File: src/rtl/pswi_pkg.sv
// Shared types, constants and helpers for the windowed-integral PID block.
package pswi_pkg;

  localparam int DATA_W  = 32;
  localparam int ERR_W   = 33;
  localparam int DIFF_W  = 34;
  localparam int CHUNK_W = 26;
  localparam int OPND_W  = CHUNK_W + 1;
  localparam int INNER_W = 2 * CHUNK_W;
  localparam int PROD_W  = DATA_W + OPND_W;
  localparam int ACC_W   = DATA_W + INNER_W;
  localparam int FRAC_W  = 16;
  localparam int WL_W    = 5;
  localparam int CFG_IDX_W = 3;

  localparam logic [CFG_IDX_W-1:0] REG_PROP_GAIN      = 3'd0;
  localparam logic [CFG_IDX_W-1:0] REG_INTEGRAL_GAIN  = 3'd1;
  localparam logic [CFG_IDX_W-1:0] REG_DERIV_GAIN     = 3'd2;
  localparam logic [CFG_IDX_W-1:0] REG_WINDOW_LENGTH  = 3'd3;
  localparam logic [CFG_IDX_W-1:0] REG_TIME_STEP_ZERO = 3'd4;

  localparam logic [DATA_W-1:0] KP_RESET = 32'h0001_0000;
  localparam logic [WL_W-1:0]   WL_RESET = 5'd10;
  localparam logic [DATA_W-1:0] Q_MAX    = 32'h7FFF_FFFF;
  localparam logic [DATA_W-1:0] Q_MIN    = 32'h8000_0000;

  typedef enum logic [1:0] {
    S_IDLE,
    S_SUM,
    S_MUL,
    S_DONE
  } state_t;

  typedef enum logic [1:0] {
    MAC_NONE,
    MAC_LOAD,
    MAC_ADD_HI
  } mac_cmd_t;

  typedef struct packed {
    logic     issue;
    mac_cmd_t cmd;
  } mac_ctl_t;

  // Pick the low (unsigned) or high (signed) chunk of a wide operand.
  function automatic logic [OPND_W-1:0] opnd_chunk(input logic [INNER_W-1:0] x,
                                                   input logic hi);
    logic [OPND_W-1:0] r;
    if (hi) begin
      r = {x[INNER_W-1], x[INNER_W-1:CHUNK_W]};
    end else begin
      r = {1'b0, x[CHUNK_W-1:0]};
    end
    return r;
  endfunction

endpackage

File: src/rtl/pid_sliding_window_integral.sv
// Top level of the windowed-integral PID controller.
//
// Usage:
//   Input channel (in_valid/in_ready) takes one item: setpoint and measured,
//   both signed Q16.16. Output channel (out_valid/out_ready) returns one item
//   per input: drive (signed Q16.16, clipped to 32 bits) and saturated.
//   Config channel (cfg_valid/cfg_ready, cfg_index, cfg_data) is always
//   ready; write it only while no item is in flight. Unknown indexes drop.
//   Steps: an accept step, then the window sum walks the error ring RAM at
//   one entry per cycle, then the shared 32x27 multiplier forms two partial
//   products for each of ki*sum, kd*delta and kp*inner, then a hand-off
//   step. With time_step_zero set the item skips the sum and multiply.
//   The block takes no new item until it is through with the last one;
//   the ring walk and the multiplier schedule set the pace. A finished
//   result sits in the output register, and the block goes back to
//   accept the next item while it waits.
//   When the receiver stalls, the next result holds in its done state until
//   the output register frees up.
//   Reset: synchronous, active high; gains go to kp = 1.0, ki = kd = 0,
//   window 10, history empty, previous error zero. No clearing pass.
module pid_sliding_window_integral
  import pswi_pkg::*;
#(
  parameter int HIST_DEPTH = 16
) (
  input  logic                     clk,
  input  logic                     rst,
  input  logic                     in_valid,
  output logic                     in_ready,
  input  logic signed [DATA_W-1:0] setpoint,
  input  logic signed [DATA_W-1:0] measured,
  output logic                     out_valid,
  input  logic                     out_ready,
  output logic signed [DATA_W-1:0] drive,
  output logic                     saturated,
  input  logic                     cfg_valid,
  output logic                     cfg_ready,
  input  logic [CFG_IDX_W-1:0]     cfg_index,
  input  logic [DATA_W-1:0]        cfg_data
);

  localparam int AW    = (HIST_DEPTH > 1) ? $clog2(HIST_DEPTH) : 1;
  localparam int FW    = $clog2(HIST_DEPTH + 1);
  localparam int CW    = (FW > WL_W) ? FW : WL_W;
  localparam int SUM_W = ERR_W + FW;

  // multiply schedule steps
  localparam logic [3:0] STEP_I_LO  = 4'd0;
  localparam logic [3:0] STEP_I_HI  = 4'd1;
  localparam logic [3:0] STEP_D_LO  = 4'd2;
  localparam logic [3:0] STEP_D_HI  = 4'd3;
  localparam logic [3:0] STEP_D_ADD = 4'd4;
  localparam logic [3:0] STEP_D_ACC = 4'd5;
  localparam logic [3:0] STEP_P_LO  = 4'd6;
  localparam logic [3:0] STEP_P_HI  = 4'd7;
  localparam logic [3:0] STEP_P_ADD = 4'd8;
  localparam logic [3:0] STEP_LAST  = 4'd9;

  // configuration registers
  logic signed [DATA_W-1:0] prop_gain;
  logic signed [DATA_W-1:0] integral_gain;
  logic signed [DATA_W-1:0] deriv_gain;
  logic [WL_W-1:0]          window_length;
  logic                     time_step_zero;

  // control and datapath state
  state_t                    state, state_next;
  logic [AW-1:0]             ring_head;
  logic [FW-1:0]             ring_fill;
  logic [FW-1:0]             fill_next;
  logic [FW-1:0]             n_next;
  logic [AW-1:0]             rd_addr;
  logic [FW-1:0]             rd_left;
  logic                      rd_pend;
  logic [3:0]                ustep;
  logic signed [ERR_W-1:0]   error, error_next;
  logic signed [ERR_W-1:0]   prev_error;
  logic signed [DIFF_W-1:0]  diff;
  logic signed [SUM_W-1:0]   sum;
  logic signed [DATA_W-1:0]  ssum, ssum_next;
  logic signed [INNER_W-1:0] inner;
  logic signed [DATA_W-1:0]  res_drive;
  logic                      res_sat;

  logic                      in_acc;
  logic                      sum_done;
  logic                      out_load;
  logic                      ram_re;
  logic [ERR_W-1:0]          ram_rdata;
  logic [SUM_W-DATA_W:0]     sum_sel;
  logic                      sum_fits;
  logic [ACC_W-FRAC_W-DATA_W:0] q_hi;
  logic                      q_fits;

  mac_ctl_t                  mac_ctl;
  logic signed [DATA_W-1:0]  mac_gain;
  logic signed [OPND_W-1:0]  mac_opnd;
  logic signed [ACC_W-1:0]   acc;

  logic [CW-1:0]             wl_c, depth_c, fill_c, n_c;

  assign cfg_ready = 1'b1;
  assign in_acc    = in_valid & in_ready;
  assign sum_done  = (rd_left == '0) & ~rd_pend;
  assign out_load  = (state == S_DONE) & (~out_valid | out_ready);

  assign error_next = {setpoint[DATA_W-1], setpoint} - {measured[DATA_W-1], measured};

  // Window length clamps to the depth and to the filled history.
  always_comb begin
    fill_next = (ring_fill < FW'(HIST_DEPTH)) ? ring_fill + 1'b1 : ring_fill;
    wl_c      = CW'(window_length);
    depth_c   = CW'(HIST_DEPTH);
    fill_c    = CW'(fill_next);
    n_c       = wl_c;
    if (n_c > depth_c) begin
      n_c = depth_c;
    end
    if (n_c > fill_c) begin
      n_c = fill_c;
    end
    n_next = FW'(n_c);
  end

  // Clip the window sum to 32 bits for the integral product.
  assign sum_sel  = sum[SUM_W-1:DATA_W-1];
  assign sum_fits = (&sum_sel) | ~(|sum_sel);
  assign ssum_next = sum_fits ? sum[DATA_W-1:0] : (sum[SUM_W-1] ? Q_MIN : Q_MAX);

  // Final product: drive = floor(kp * inner / 2^16), clipped.
  assign q_hi   = acc[ACC_W-1:FRAC_W+DATA_W-1];
  assign q_fits = (&q_hi) | ~(|q_hi);

  pswi_ram #(
    .WIDTH (ERR_W),
    .DEPTH (HIST_DEPTH)
  ) u_ring (
    .clk   (clk),
    .we    (in_acc),
    .waddr (ring_head),
    .wdata (error_next),
    .re    (ram_re),
    .raddr (rd_addr),
    .rdata (ram_rdata)
  );

  pswi_mac u_mac (
    .clk  (clk),
    .ctl  (mac_ctl),
    .gain (mac_gain),
    .opnd (mac_opnd),
    .acc  (acc)
  );

  // Next state.
  always_comb begin
    state_next = state;
    case (state)
      S_IDLE: begin
        if (in_acc) begin
          state_next = time_step_zero ? S_DONE : S_SUM;
        end
      end
      S_SUM: begin
        if (sum_done) begin
          state_next = S_MUL;
        end
      end
      S_MUL: begin
        if (ustep == STEP_LAST) begin
          state_next = S_DONE;
        end
      end
      S_DONE: begin
        if (out_load) begin
          state_next = S_IDLE;
        end
      end
      default: state_next = S_IDLE;
    endcase
  end

  // Outputs of the sequencer: handshake, ring read, multiplier schedule.
  always_comb begin
    in_ready      = (state == S_IDLE);
    ram_re        = (state == S_SUM) & (rd_left != '0);
    mac_ctl.issue = 1'b0;
    mac_ctl.cmd   = MAC_NONE;
    mac_gain      = prop_gain;
    mac_opnd      = opnd_chunk(inner, 1'b0);
    if (state == S_MUL) begin
      case (ustep)
        STEP_I_LO: begin
          mac_ctl.issue = 1'b1;
          mac_gain      = integral_gain;
          mac_opnd      = opnd_chunk({{(INNER_W-DATA_W){ssum[DATA_W-1]}}, ssum}, 1'b0);
        end
        STEP_I_HI: begin
          mac_ctl.issue = 1'b1;
          mac_ctl.cmd   = MAC_LOAD;
          mac_gain      = integral_gain;
          mac_opnd      = opnd_chunk({{(INNER_W-DATA_W){ssum[DATA_W-1]}}, ssum}, 1'b1);
        end
        STEP_D_LO: begin
          mac_ctl.issue = 1'b1;
          mac_ctl.cmd   = MAC_ADD_HI;
          mac_gain      = deriv_gain;
          mac_opnd      = opnd_chunk({{(INNER_W-DIFF_W){diff[DIFF_W-1]}}, diff}, 1'b0);
        end
        STEP_D_HI: begin
          mac_ctl.issue = 1'b1;
          mac_ctl.cmd   = MAC_LOAD;
          mac_gain      = deriv_gain;
          mac_opnd      = opnd_chunk({{(INNER_W-DIFF_W){diff[DIFF_W-1]}}, diff}, 1'b1);
        end
        STEP_D_ADD: mac_ctl.cmd = MAC_ADD_HI;
        STEP_P_LO: begin
          mac_ctl.issue = 1'b1;
          mac_opnd      = opnd_chunk(inner, 1'b0);
        end
        STEP_P_HI: begin
          mac_ctl.issue = 1'b1;
          mac_ctl.cmd   = MAC_LOAD;
          mac_opnd      = opnd_chunk(inner, 1'b1);
        end
        STEP_P_ADD: mac_ctl.cmd = MAC_ADD_HI;
        default: mac_ctl.cmd = MAC_NONE;
      endcase
    end
  end

  // Control registers.
  always_ff @(posedge clk) begin
    if (rst) begin
      state          <= S_IDLE;
      out_valid      <= 1'b0;
      ring_head      <= '0;
      ring_fill      <= '0;
      prev_error     <= '0;
      rd_left        <= '0;
      rd_pend        <= 1'b0;
      ustep          <= '0;
      prop_gain      <= KP_RESET;
      integral_gain  <= '0;
      deriv_gain     <= '0;
      window_length  <= WL_RESET;
      time_step_zero <= 1'b0;
    end else begin
      state <= state_next;

      if (cfg_valid & cfg_ready) begin
        case (cfg_index)
          REG_PROP_GAIN:      prop_gain      <= cfg_data;
          REG_INTEGRAL_GAIN:  integral_gain  <= cfg_data;
          REG_DERIV_GAIN:     deriv_gain     <= cfg_data;
          REG_WINDOW_LENGTH:  window_length  <= cfg_data[WL_W-1:0];
          REG_TIME_STEP_ZERO: time_step_zero <= cfg_data[0];
          default: ;
        endcase
      end

      // Advance the ring on every accepted item.
      if (in_acc) begin
        ring_head <= (ring_head == AW'(HIST_DEPTH - 1)) ? '0 : ring_head + 1'b1;
        ring_fill <= fill_next;
        rd_left   <= n_next;
        rd_pend   <= 1'b0;
      end else if (state == S_SUM) begin
        rd_pend <= ram_re;
        if (ram_re) begin
          rd_left <= rd_left - 1'b1;
        end
      end

      if (state == S_SUM) begin
        ustep <= '0;
      end else if (state == S_MUL) begin
        ustep <= ustep + 1'b1;
      end

      if ((state == S_MUL) && (ustep == STEP_LAST)) begin
        prev_error <= error;
      end

      if (out_load) begin
        out_valid <= 1'b1;
      end else if (out_ready) begin
        out_valid <= 1'b0;
      end
    end
  end

  // Datapath registers.
  always_ff @(posedge clk) begin
    if (in_acc) begin
      error   <= error_next;
      rd_addr <= ring_head;
      sum     <= '0;
      if (time_step_zero) begin
        res_drive <= '0;
        res_sat   <= 1'b0;
      end
    end

    if (state == S_SUM) begin
      diff <= {error[ERR_W-1], error} - {prev_error[ERR_W-1], prev_error};
      if (ram_re) begin
        rd_addr <= (rd_addr == '0) ? AW'(HIST_DEPTH - 1) : rd_addr - 1'b1;
      end
      if (rd_pend) begin
        sum <= sum + {{(SUM_W-ERR_W){ram_rdata[ERR_W-1]}}, ram_rdata};
      end
      if (sum_done) begin
        ssum <= ssum_next;
      end
    end

    if (state == S_MUL) begin
      case (ustep)
        STEP_D_HI: begin
          inner <= {{(INNER_W-ERR_W){error[ERR_W-1]}}, error} + acc[FRAC_W +: INNER_W];
        end
        STEP_D_ACC: inner <= inner + acc[FRAC_W +: INNER_W];
        STEP_LAST: begin
          res_drive <= q_fits ? acc[FRAC_W +: DATA_W] : (acc[ACC_W-1] ? Q_MIN : Q_MAX);
          res_sat   <= ~q_fits;
        end
        default: ;
      endcase
    end

    if (out_load) begin
      drive     <= res_drive;
      saturated <= res_sat;
    end
  end

`ifndef ASSERT_OFF
  a_fill_bound: assert property (@(posedge clk) disable iff (rst)
    ring_fill <= FW'(HIST_DEPTH))
    else $error("ring fill count above depth");

  a_window_in_history: assert property (@(posedge clk) disable iff (rst)
    (state == S_SUM) |-> (rd_left <= ring_fill))
    else $error("window walk reaches past filled history");

  a_add_after_load: assert property (@(posedge clk) disable iff (rst)
    (mac_ctl.cmd == MAC_ADD_HI) |-> ($past(mac_ctl.cmd) == MAC_LOAD))
    else $error("high partial product added without low one loaded");

  a_sat_clipped: assert property (@(posedge clk) disable iff (rst)
    (out_valid && saturated) |-> (drive == Q_MAX || drive == Q_MIN))
    else $error("saturated flag set on an unclipped drive");
`endif

endmodule

File: src/rtl/pswi_ram.sv
// Generic single-write, single-read RAM with registered read data.
module pswi_ram #(
  parameter int WIDTH = 33,
  parameter int DEPTH = 16
) (
  input  logic                                      clk,
  input  logic                                      we,
  input  logic [((DEPTH > 1) ? $clog2(DEPTH) : 1)-1:0] waddr,
  input  logic [WIDTH-1:0]                          wdata,
  input  logic                                      re,
  input  logic [((DEPTH > 1) ? $clog2(DEPTH) : 1)-1:0] raddr,
  output logic [WIDTH-1:0]                          rdata
);

  logic [WIDTH-1:0] mem [DEPTH];

  always_ff @(posedge clk) begin
    if (we) begin
      mem[waddr] <= wdata;
    end
    if (re) begin
      rdata <= mem[raddr];
    end
  end

endmodule

File: src/rtl/pswi_mac.sv
// Shared multiplier with product register and shift-accumulate stage.
module pswi_mac
  import pswi_pkg::*;
(
  input  logic                     clk,
  input  mac_ctl_t                 ctl,
  input  logic signed [DATA_W-1:0] gain,
  input  logic signed [OPND_W-1:0] opnd,
  output logic signed [ACC_W-1:0]  acc
);

  logic signed [PROD_W-1:0] prod;
  logic        [ACC_W-1:0]  prod_ext;

  assign prod_ext = {{(ACC_W-PROD_W){prod[PROD_W-1]}}, prod};

  always_ff @(posedge clk) begin
    if (ctl.issue) begin
      prod <= gain * opnd;
    end
    case (ctl.cmd)
      MAC_LOAD:   acc <= prod_ext;
      MAC_ADD_HI: acc <= acc + {prod_ext[ACC_W-CHUNK_W-1:0], {CHUNK_W{1'b0}}};
      default:    acc <= acc;
    endcase
  end

endmodule

File: config.mk
export PLATFORM = sky130hd
export DESIGN_NAME = pid_sliding_window_integral
export DESIGN_NICKNAME = d
export VERILOG_FILES = /design/src/rtl/pswi_pkg.sv /design/src/rtl/pid_sliding_window_integral.sv /design/src/rtl/pswi_ram.sv /design/src/rtl/pswi_mac.sv
export SDC_FILE = /design/constraint.sdc
export NUM_CORES = 2
export LEC_CHECK = 0
export BUFFER_PORTS_ARGS = -buffer_cell sky130_fd_sc_hd__buf_2
export CAP_MARGIN = 20
export CORE_ASPECT_RATIO = 1.5
export CORE_MARGIN = 2
export CORE_UTILIZATION = 65
export CTS_BUF_LIST = sky130_fd_sc_hd__clkbuf_16
export DETAILED_ROUTE_END_ITERATION = 10
export PLACE_DENSITY = 0.9
export SLEW_MARGIN = 20
export SYNTH_ARGS = -nofsm -noshare
export SYNTH_HDL_FRONTEND = slang
export SYNTH_SLANG_ARGS = --single-unit
File: constraint.sdc
create_clock -name clk -period 10.2 [get_ports clk]
set_input_delay 1.53 -clock clk [delete_from_list [all_inputs] [get_ports clk]]
set_output_delay 1.53 -clock clk [all_outputs]
set_load 0.005 [all_outputs]
# Word-level counts from Yosys, hierarchy flattened
# Memories as Yosys holds them, arrays and structs flattened. A register that Yosys moved wholly into a read port is not among the register bits.
# Index checks and enable logic that the tools add are counted.
# Widths: inputs -> output; s select.
# op_classes
n_addsub	11
mul	1
magnitude_cmp	3
eq_ne	23
n_mux	45
n_bitwise	12
n_reduce_logical	32
# op_table
operator	n
$mux 32	9
$pmux 84 s2	1
$pmux 27 s5	1
$mux 38	3
$add 52x52->52	2
$pmux 52 s2	1
$add 84x84->84	1
$pmux 32 s2	1
$mul 32x27->59	1
$add 38x38->38	1
$reduce_and 37->1	1
$reduce_or 37->1	1
$sub 33x33->34	1
$sub 32x32->33	1
$mux 5	6
$mux 27	1
$mux 4	5
$eq 4x3->1 const B	4
$reduce_and 2->1	8
$eq 4x4->1 const B	3
$mux 2	5
$reduce_bool 2->1	5
$mux 1	9
$add 4x1->4 const B	2
other kinds (33)	54
# totals
regBits	559
ram_bits	528
inputBits	104
n_memories	1
# mem_list
name	depth	word_bits	rd	rd_ports_with_merged_regs	write_ports	line_no	rtl
u_ring.mem	16	33	1	1	1	pswi_ram.sv:15	logic [WIDTH-1:0] mem [DEPTH];

# Depth between registers and ports, before layout
# depth
word_depth	6
ltp_mapped	39
mapped_depth_nobuf	33

# By module
# From an unflattened synthesis, not the netlist that was laid out.
# hier_totals
hier_cells	7834
area_unflattened_um2	84654.9
# by_module_without_submodules
mod	instances	cells_each	area_per_inst_um2	seq_area_each_um2
pswi_mac	1	4052	38535.7	4294.1
pid_sliding_window_integral	1	2918	25157.9	10169.8
pswi_ram	1	864	20961.4	16846.2

# Worst setup path before layout
# Ideal clock, no wire load.
# synth_path
path_kind	reg2reg
from	register ustep[0]
to	register u_mac.prod[58] (data pin)
setup_ps	167
arrival_ps	9118
required_ps	10033
slack_ps	914
path_stages_with_launch	38
synth_period_minus_slack_ps	9286
path_cell_list	dfxtp_1 inv_1 ha_1 and2_1 clkbuf_1 or2_2 buf_2 o31ai_2 buf_4 buf_4 a21oi_1 a21o_1 buf_2 nand2_1 inv_1 fa_1 fa_1 fa_1 [... 2 more ...] fa_1 inv_1 fa_1 inv_1 fa_1 inv_1 ha_1 clkbuf_1 a21o_1 a21o_1 a211o_1 a22oi_1 nand2_1 o31a_1 o31a_1 o21ai_1 nor2_1 a211oi_1
# synth_between
elab_chain_len	5
# synth_rtl
item	line_no	rtl
start, declared	pid_sliding_window_integral.sv:75	logic [3:0] ustep;
start signal, assigned	pid_sliding_window_integral.sv:278	ustep <= ustep + 1'b1;
$eq 4x2->1, or another cell as far along	pid_sliding_window_integral.sv:192	case (ustep)
$reduce_or 2->1 (no source line)	--	
$pmux 32 s2	pid_sliding_window_integral.sv:192	
$mux 32	pid_sliding_window_integral.sv:191	if (state == S_MUL) begin
$mul 32x27->59 *	pswi_mac.sv:19	prod <= gain * opnd;
end signal, assigned	pswi_mac.sv:19	
end, declared	pswi_mac.sv:12	logic signed [PROD_W-1:0] prod;
# Mark *: on every way between the ends. The rest lies on a longest branch, timed or not.
# A chain may end at the register's enable or synchronous reset.

# Final worst setup path
# layout_path
from	register ustep[0]
to	register u_mac.prod[48] (data pin)
# The elaborated chain is that of the path after synthesis.

==> metrics.txt <==
run status finished clean; Num CTS Buffers 100; kind of end point of the critical path flop; core area approximately 130,000 µm²; Worst Path Buf+Inv 7; die width ~300 µm; most frequent cell after synthesis nand2_1; RSZ-0062 raised after global routing no; CTS root buf clkbuf_16; fin area roughly 90,000 µm²; Area growth, synth to finish 8.05%; Slowest-stage cell, CP fa_1; Syn Nets 9,349; CP most frequent cell fa_1; Min-Delay Path Class reg -> reg; largest net degree at the start of global routing 99; VDD IR max 0.230 mV; CTS tree yes; leading cell types by count after synthesis 1,092 x nand2_1, 1,070 x inv_1, 891 x fa_1, 872 x edfxtp_1, 585 x nor2_1; Synthesis Warnings 0; relative slew slack 0.219; gpl congestion 1.06; post-synthesis sequential area ratio 0.369; Post-synth top flop edfxtp_1; Max H-tree Level 3; vias in the first global route 66,500; CTS sink count around 1,100; final WL approximately 270 mm; Synth area leaders edfxtp_1 31%, fa_1 21%, ha_1 6.0%, dfxtp_1 5.6%, nand2_1 4.9%; drt via density 6.52; Critical Path AT roughly 10,000 ps; Final ANT Viol Nets 0; Remaining DRCs 0; Worst EP required 10,690 ps; FFs w/ async S/R, synth 0; clk_lat worst skew 790 ps; die height roughly 440 µm; CTS clk-pin slew, worst paths 70 ps; fin crit period 9860 ps; Pins Over Slew Limit 0; vias between 60,000 and 70,000; die area 131,000 µm²; Final nets 9,414; worst stage delay on the critical path around 550 ps; initial core utilization 0.653; DR pass1 iterations 9; max cap viols 0; dpl hpwl 197 mm; final hold violation count 0; count of cell types in the netlist 103; Yosys reg bits 1,104; Max Freq roughly 100 MHz; CP delay by family, top adder cells; DR WL/cell around 27 µm; drt first-iter violations 6,748; Synth top area share 0.313; Mapped Cells 7,952; Cell Area, Placed 86,600 µm²; worst-path fanout max 30; clock buffer depth 3; number of flops mapped to enable cells by yosys 872; final period utilization 0.967; I/O pin cnt 140; Power Dens Cells 236 nW/µm²; Post-Syn Area 83,600 µm²; initial antenna violation count 4; crit path kind reg -> reg; Final setup viols 0; GR Util All Layers 0.411; Mean Syn Cell Area 10.5 µm²; Leak roughly 39 nW; layout cell share with drive strength beyond 1 0.0935; fin cells 9,819; startpoint types flop; placed cell count 9,625; Synth area leader edfxtp_1; grt ovf 0; Worst Tran Pin Value approximately 1200 ps; PortBufs 138; Post-Route Setup TNS 0 ps; row cnt 161; Worst Skew 91.3 ps; first-pass GRT wire length about 400 mm
==> layout make-up <==
type / instances / area (µm²)
Multi-Input combinational cell: 5402 / 47500
Fill cell: 8835 / 37600
Sequential cell: 1104 / 30800
Inverter: 1072 / 4020
Clock buffer: 105 / 2630
Timing Repair Buffer: 337 / 2270
Tap cell: 1711 / 2140
Clock inverter: 85 / 896
Antenna cell: 3 / 7.51
==> final timing paths <==
kind | startpoint | end | slack [ps] | cells past startpoint
worst max-delay path | ustep[0]$_SDFFE_PP0P_ | u_mac.prod[48]$_DFFE_PP_ | 340 | 30
worst min-delay path | res_drive[4]$_DFF_P_ | drive[4]$_DFFE_PP_ | 430 | 0
worst max register to register | ustep[0]$_SDFFE_PP0P_ | u_mac.prod[48]$_DFFE_PP_ | 340 | 30
worst min register to register | res_drive[4]$_DFF_P_ | drive[4]$_DFFE_PP_ | 430 | 0
==> worst reg2reg max path: cells and delay by family, from the launching register on <==
family | cells | cell delay, ps
AO/OA/AOI/OAI | 6 | 1750
XOR/XNOR | 1 | 420
adder cells (fa/ha/maj) | 9 | 4170
buffers and inverters | 7 | 1110
flip-flops | 1 | 450
AND/OR/NAND/NOR | 7 | 1710
==> stage by stage <==
step	worst slack, ps	hold slack [ps]	power (mW)	util
after detailed placement	383	416	16.8	0.677
after CTS	314	426	21.0	0.705
final	336	430	21.3	0.706
after floorplan	914	408	13.2	-
after global placement	594	412	16.5	0.677
after global routing	6.75	448	22.2	0.706
==> registers in the layout, indices dropped and copies added, names as in the netlist, 32 cells and up <==
signal,flops
drive,32
ssum,32
error,33
sum,38
res_drive,32
diff,34
prop_gain,32
u_ring.mem,528
u_ring.rdata,33
u_mac.prod,59
u_mac.acc,68
deriv_gain,32
inner,52
prev_error,33
integral_gain,32
==> routing by layer <==
layer / routed length, µm / global-route usage / up-vias / part of all wire
met5: 0 / 0.000366 / - / 0
met4: 33500 / 0.401 / 0 / 0.12
met3: 24900 / 0.0855 / 1521 / 0.092
met2: 129000 / 0.679 / 4255 / 0.48
met1: 82100 / 0.432 / 31300 / 0.30
li1: - / - / 26900 / -
==> placed cells by master, fill, tap and decap left out, types with 93 or more instances in the layout <==
| master | Yosys | routed |
|---|---|---|
| nand2_1 | 1092 | 1090 |
| dfxtp_1 | 232 | 229 |
| clkbuf_16 | 0 | 105 |
| xnor2_1 | 158 | 146 |
| a21o_1 | 176 | 176 |
| nor2_1 | 585 | 580 |
| buf_2 | 91 | 137 |
| o21ai_0 | 277 | 273 |
| nand3_1 | 95 | 93 |
| buf_4 | 9 | 193 |
| edfxtp_1 | 872 | 872 |
| a21oi_1 | 426 | 425 |
| fa_1 | 891 | 889 |
| ha_1 | 402 | 399 |
| mux2i_1 | 136 | 133 |
| inv_1 | 1070 | 1084 |
==> power by group <==
part	internal (mW)	switching, mW	total (mW)
combinational	3.80	7.02	10.8
clock	2.21	1.85	4.06
sequential	5.91	0.498	6.41
==> repair_timing <==
action	in CTS	in global routing
setup buffers	0	0
endpoints found under the setup margin	0	8
gates resized for setup	0	12
hold buffers	0	0
==> kinds of logic (layout without fill, tap and decap cells) <==
kind of cell | Yosys count | count (layout) | share of synthesized area
buffers and inverters | 1446 | 1599 | 0.0674
DFF | 1104 | 1104 | 0.369
xor gates and xnor gates | 238 | 238 | 0.0249
and+or+nand+nor | 2180 | 2180 | 0.112
adders and majority gates | 1293 | 1293 | 0.274
AOI/OAI and AO/OA | 1450 | 1450 | 0.114
other | 1 | 4 | 0.0000449
muxes | 240 | 240 | 0.0392
Note: power is estimated with default switching activity, not from simulation.
